`src/fisr_pkg.sv`:
```
// Shared constants, types and helper functions of the fast inverse square root core.
// No dependencies.
package fisr_pkg;

	localparam logic [31:0] GUESS_MAGIC  = 32'h5F37_5A86;
	localparam logic [31:0] CANON_NAN    = 32'h7FC0_0000;
	localparam logic [31:0] ONE_HALF     = 32'h3F00_0000;
	localparam logic [31:0] THREE_HALVES = 32'h3FC0_0000;
	localparam logic [30:0] INF_MAG      = 31'h7F80_0000;

	localparam int NUM_STAGES = 15;

	// Load enables of the three stages of one arithmetic unit.
	typedef struct packed {
		logic s1;
		logic s2;
		logic s3;
	} fisr_adv_t;

	// Special-value class of an operation in flight.
	typedef struct packed {
		logic nan;
		logic inf;
		logic zero;
	} fisr_cls_t;

	function automatic logic [4:0] lzc24(input logic [23:0] v);
		logic [4:0] n;
		n = 5'd24;
		for (int i = 0; i < 24; i++) begin
			if (v[i]) n = 5'(23 - i);
		end
		return n;
	endfunction

	function automatic logic [4:0] lzc27(input logic [26:0] v);
		logic [4:0] n;
		n = 5'd27;
		for (int i = 0; i < 27; i++) begin
			if (v[i]) n = 5'(26 - i);
		end
		return n;
	endfunction

endpackage

```
`src/fisr_fmul.sv`:
```
// Three-stage binary32 multiplier, round to nearest even, subnormals supported.
// Depends on fisr_pkg.
module fisr_fmul import fisr_pkg::*; (
	input  logic        clk,
	input  fisr_adv_t   adv,
	input  logic [31:0] a,
	input  logic [31:0] b,
	output logic [31:0] z
);

	// Stage 1: classify, normalize the significands
	logic             a_nan, a_inf, a_zero, b_nan, b_inf, b_zero;
	logic [23:0]      ma, mb;
	logic [4:0]       lza, lzb;
	logic signed [11:0] ea_n, eb_n;
	fisr_cls_t        cls_c;

	logic             sign_s1;
	fisr_cls_t        cls_s1;
	logic [23:0]      ma_s1, mb_s1;
	logic signed [11:0] e_s1;

	always_comb begin
		a_nan  = (a[30:23] == 8'hFF) && (a[22:0] != 23'd0);
		a_inf  = (a[30:23] == 8'hFF) && (a[22:0] == 23'd0);
		a_zero = (a[30:0] == 31'd0);
		b_nan  = (b[30:23] == 8'hFF) && (b[22:0] != 23'd0);
		b_inf  = (b[30:23] == 8'hFF) && (b[22:0] == 23'd0);
		b_zero = (b[30:0] == 31'd0);
		cls_c.nan  = a_nan | b_nan | (a_inf & b_zero) | (b_inf & a_zero);
		cls_c.inf  = a_inf | b_inf;
		cls_c.zero = a_zero | b_zero;
		ma   = {a[30:23] != 8'd0, a[22:0]};
		mb   = {b[30:23] != 8'd0, b[22:0]};
		lza  = lzc24(ma);
		lzb  = lzc24(mb);
		ea_n = $signed({4'd0, (a[30:23] == 8'd0) ? 8'd1 : a[30:23]}) - $signed({7'd0, lza});
		eb_n = $signed({4'd0, (b[30:23] == 8'd0) ? 8'd1 : b[30:23]}) - $signed({7'd0, lzb});
	end

	always_ff @(posedge clk) begin
		if (adv.s1) begin
			sign_s1 <= a[31] ^ b[31];
			cls_s1  <= cls_c;
			ma_s1   <= ma << lza;
			mb_s1   <= mb << lzb;
			e_s1    <= ea_n + eb_n - 12'sd127;
		end
	end

	// Stage 2: multiply, align the leading one to the top bit
	logic [47:0]      prod;
	logic             sign_s2;
	fisr_cls_t        cls_s2;
	logic [47:0]      m_s2;
	logic signed [11:0] e_s2;

	assign prod = ma_s1 * mb_s1;

	always_ff @(posedge clk) begin
		if (adv.s2) begin
			sign_s2 <= sign_s1;
			cls_s2  <= cls_s1;
			m_s2    <= prod[47] ? prod : {prod[46:0], 1'b0};
			e_s2    <= prod[47] ? e_s1 + 12'sd1 : e_s1;
		end
	end

	// Stage 3: denormalize if tiny, round, pack
	logic [7:0]  sh;
	logic [47:0] ms;
	logic        lost, g, st, inc, ovf;
	logic [7:0]  base;
	logic [23:0] mant;
	logic [30:0] packed_mag;
	logic [31:0] z_c;
	logic [31:0] z_s3;

	always_comb begin
		ovf = (e_s2 >= 12'sd255);
		sh  = 8'd0;
		if (e_s2 <= 12'sd0) begin
			sh   = 8'(12'sd1 - e_s2);
			base = 8'd0;
		end else begin
			base = 8'(e_s2 - 12'sd1);
		end
		ms   = m_s2 >> sh;
		lost = ((ms << sh) != m_s2);
		mant = ms[47:24];
		g    = ms[23];
		st   = (|ms[22:0]) | lost;
		inc  = g & (st | mant[0]);
		packed_mag = {base, 23'd0} + 31'(mant) + 31'(inc);
		priority if (cls_s2.nan) begin
			z_c = CANON_NAN;
		end else if (cls_s2.inf || (!cls_s2.zero && ovf)) begin
			z_c = {sign_s2, INF_MAG};
		end else if (cls_s2.zero) begin
			z_c = {sign_s2, 31'd0};
		end else begin
			z_c = {sign_s2, packed_mag};
		end
	end

	always_ff @(posedge clk) begin
		if (adv.s3) z_s3 <= z_c;
	end

	assign z = z_s3;

endmodule

```
`config.mk`:
```
export PLATFORM = sky130hd
export DESIGN_NAME = fisr_fmul
export DESIGN_NICKNAME = d
export VERILOG_FILES = /design/src/fisr_pkg.sv /design/src/fisr_fmul.sv
export SDC_FILE = /design/constraint.sdc
export NUM_CORES = 2
export LEC_CHECK = 0
export BUFFER_PORTS_ARGS = -buffer_cell sky130_fd_sc_hd__buf_2
export CORE_ASPECT_RATIO = 0.8
export CORE_UTILIZATION = 31
export CTS_BUF_LIST = sky130_fd_sc_hd__clkbuf_4 sky130_fd_sc_hd__clkbuf_8 sky130_fd_sc_hd__clkbuf_16
export CTS_CLUSTER_SIZE = 25
export DETAILED_ROUTE_END_ITERATION = 8
export SETUP_SLACK_MARGIN = 0.02
export SYNTH_ARGS = -nofsm -noshare
export SYNTH_HDL_FRONTEND = slang
export SYNTH_SLANG_ARGS = --single-unit
export TNS_END_PERCENT = 1
```
`constraint.sdc`:
```
create_clock -name clk -period 8.8 [get_ports clk]
set_input_delay 0.88 -clock clk [delete_from_list [all_inputs] [get_ports clk]]
set_output_delay 0.88 -clock clk [all_outputs]
set_load 0.05 [all_outputs]
```
==> results_dict.tcl <==
set metrics [dict create \
    netlist_area_um2 35500 \
    postSynthCellCount 4236 \
    finalSetupTns_ns 0 \
    routabilityCongestion 1.06 \
    first_pass_iters 6 \
    finalCriticalPeriod_ns 8.37 \
    tightestPinTransition_ns 1.59 \
    critical_path_buf_inv_count 8 \
    avgRoutedWirePerCell_um 24.3 \
    wl_um 143000 \
    slowest_delay_ns 0.92 \
    cts_tree "done" \
    synthArstFlopShare_pct 0 \
    synth_top_cell_area_share_pct 27.2 \
    cts.sinks 159 \
    post_layout_utilization_of_the_core_pct 35.0 \
    grt_pass1_vias 33000 \
    rows 110 \
    worst-path-max-fanout 15 \
    failed_checks "capacitance limit, slew limit" \
    num-nets-final 5093 \
    part_of_the_yosys_area_used_for_sequential_elements_pct 13.4 \
    slew_viol_final 4 \
    grt_antenna_before_repair 4 \
    run_status "finished with violations" \
    timing.critical_path.max_delay_family "adder cells" \
    postSynth.topFlopCell "edfxtp_1" \
    cp_slowest_cell "edfxtp_1" \
    clk_path_buf_depth 2 \
    detail_route.iter0.violations 3564 \
    post-synth-top-count-cell "nand2_1" \
    critPathArrivalTime_ns 8.61 \
    synth_seq_cells 159 \
    ys_types 102 \
    insertion_delay_ns 0.49 \
    yosys-top-cells-count "nand2_1, inv_1, fa_1" \
    final_cell_count_no_fill 5867 \
    core-area_um2 113000 \
    clk_root_buffer_cell "clkbuf_16" \
    htree_num_levels 4 \
    reg2reg_setup_slack_ns 0.43 \
    numPortBuffers 99 \
    critical-path-top-cell-by-count "fa_1" \
    grt_util_all_layers_pct 24.2 \
    grt_setup_unrepaired "false" \
    cts_buffers 17 \
    synth_area_leaders "fa_1, edfxtp_1, ha_1, nand2_1, inv_1" \
    place.detailed.hpwl_um 114000 \
    timing.max_slew.rel_slack_pct -7.30 \
    grt_start_max_net_pins 65 \
    io_pins 100 \
    ys.warnings.count 0 \
    grt_pass1_wl_um 214000 \
    avgViaCountPerCell 5.70 \
    timing.final.crit_share_pct 95.1 \
    timing.setup.critical_path_class "flop to flop" \
    timing.fmax_mhz 119 \
    start_util_pct 31.4 \
    critical_path_required_ns 9.04 \
    die_area_um2 116000 \
    synth_edf_count 159 \
    cts.hold.buffers_added 0 \
    syn2layout_area_growth_pct 11.6 \
    worst_clock_skew_ns 0.0218 \
    synthesis.area_per_instance_um2 8.39 \
    die_w_um 381 \
    timing.final.hold_violations 0 \
    setup-violations-final 0 \
    drv_cap 1 \
    n_fill_cell 11800 \
    proportion_of_layout_cells_with_a_drive_suffix_above_1_pct 11.4 \
    clk_pin_slew_worst_paths_ns 0.08 \
    hold_path_class "flop to flop" \
    crit_path_start_kind "flop" \
    placed_cells_incl_taps 5816 \
    detailroute.via_count 33500 \
    post-route-drc-count 0 \
    die_h_um 305 \
    setup.worst_path.end_class "flop" \
    grt_overflow 0 \
    mappedNetlistNets 4988 \
    antenna_violating_nets_post_route 0 \
    synth.largest_area_cell "fa_1" \
]
-- metal layers --
| layer | share of wire [%] | GRT usage [%] | wire [µm] |
|---|---|---|---|
| met2 | 41 | 35.2 | 59000 |
| met5 | 0.0091 | 0 | 13 |
| met3 | 11 | 6.47 | 15800 |
| met4 | 4.6 | 9.62 | 6520 |
| met1 | 43 | 33.9 | 61200 |
-- registers in the layout (all words and copies together), names as in the netlist --
| signal | cells |
|---|---|
| sign_s1 | 1 |
| cls_s2 | 3 |
| mb_s1 | 24 |
| sign_s2 | 1 |
| z | 32 |
| e_s2 | 12 |
| e_s1 | 11 |
| ma_s1 | 24 |
| cls_s1 | 3 |
| m_s2 | 48 |
-- layout by cell type (no fill, tap or decap), types with 45 or more instances in the layout --
| cell type | count |
|---|---|
| a211oi_1 | 50 |
| a21oi_1 | 154 |
| a22oi_1 | 47 |
| and2_1 | 217 |
| buf_2 | 99 |
| buf_4 | 228 |
| edfxtp_1 | 159 |
| fa_1 | 483 |
| ha_1 | 200 |
| inv_1 | 559 |
| mux2_2 | 45 |
| mux2i_1 | 106 |
| nand2_1 | 600 |
| nand3_1 | 124 |
| nor2_1 | 255 |
| nor3_1 | 77 |
| o211ai_1 | 54 |
| o21ai_0 | 108 |
| o22ai_1 | 66 |
| xnor2_1 | 65 |
-- final timing paths --
check,start,to,cells past startpoint
hold reg to reg,sign_s1,sign_s2,0
setup / recovery,mb_s1[17],e_s2[10],32
setup reg to reg,mb_s1[17],e_s2[10],32
hold / removal,sign_s1,sign_s2,0
-- logic make-up after synthesis --
kind of cell               Yosys count  synth area share (%)
AOI/OAI and AO/OA                  853                  16.8
xor gates and xnor gates           107                  2.64
adders and majority gates          685                  34.3
buffers and inverters              815                  8.84
DFF                                159                  13.4
muxes                              152                  4.44
other                                1                0.0106
and+or+nand+nor                   1464                  19.5
-- area by class of cell --
class / instances / area [µm²] / share of cell area, %
Sequential cell: 159 / 4770 / 12.0
Inverter: 560 / 2100 / 5.30
Antenna cell: 1 / 2.50 / 0.00631
Tap cell: 1512 / 1890 / 4.77
Timing Repair Buffer: 341 / 2480 / 6.25
Clock inverter: 15 / 173 / 0.436
Multi-Input combinational cell: 3262 / 27800 / 70.1
Clock buffer: 17 / 425 / 1.07
-- metrics by stage --
step           setup slack (ns)  hold WS (ns)  cell area, µm²
3_5_place_dp              0.213         0.415           38800
2_1_floorplan             0.530         0.400           35500
4_1_cts                   0.225         0.432           39400
6_report                  0.430         0.428           39600
3_3_place_gp              0.279         0.407           38800
5_1_grt                 0.00171         0.437           39600
-- worst register-to-register path, delay by kind of cell (launching register included) --
family,cells,cell delay [ns]
buf+inv,8,0.77
flops,1,0.92
xor+xnor,1,0.13
compound gates,8,1.51
simple gates,7,1.03
fa+ha+maj,8,3.76
-- timing repair --
item / CTS / global route
resized for setup: 0 / 4
buffers inserted: 0 / 18
setup endpoints to repair: 0 / 46
Power is left out: the tool's default activity adds up to more than one toggle a clock period on the data nets, which glitch-free logic cannot reach.
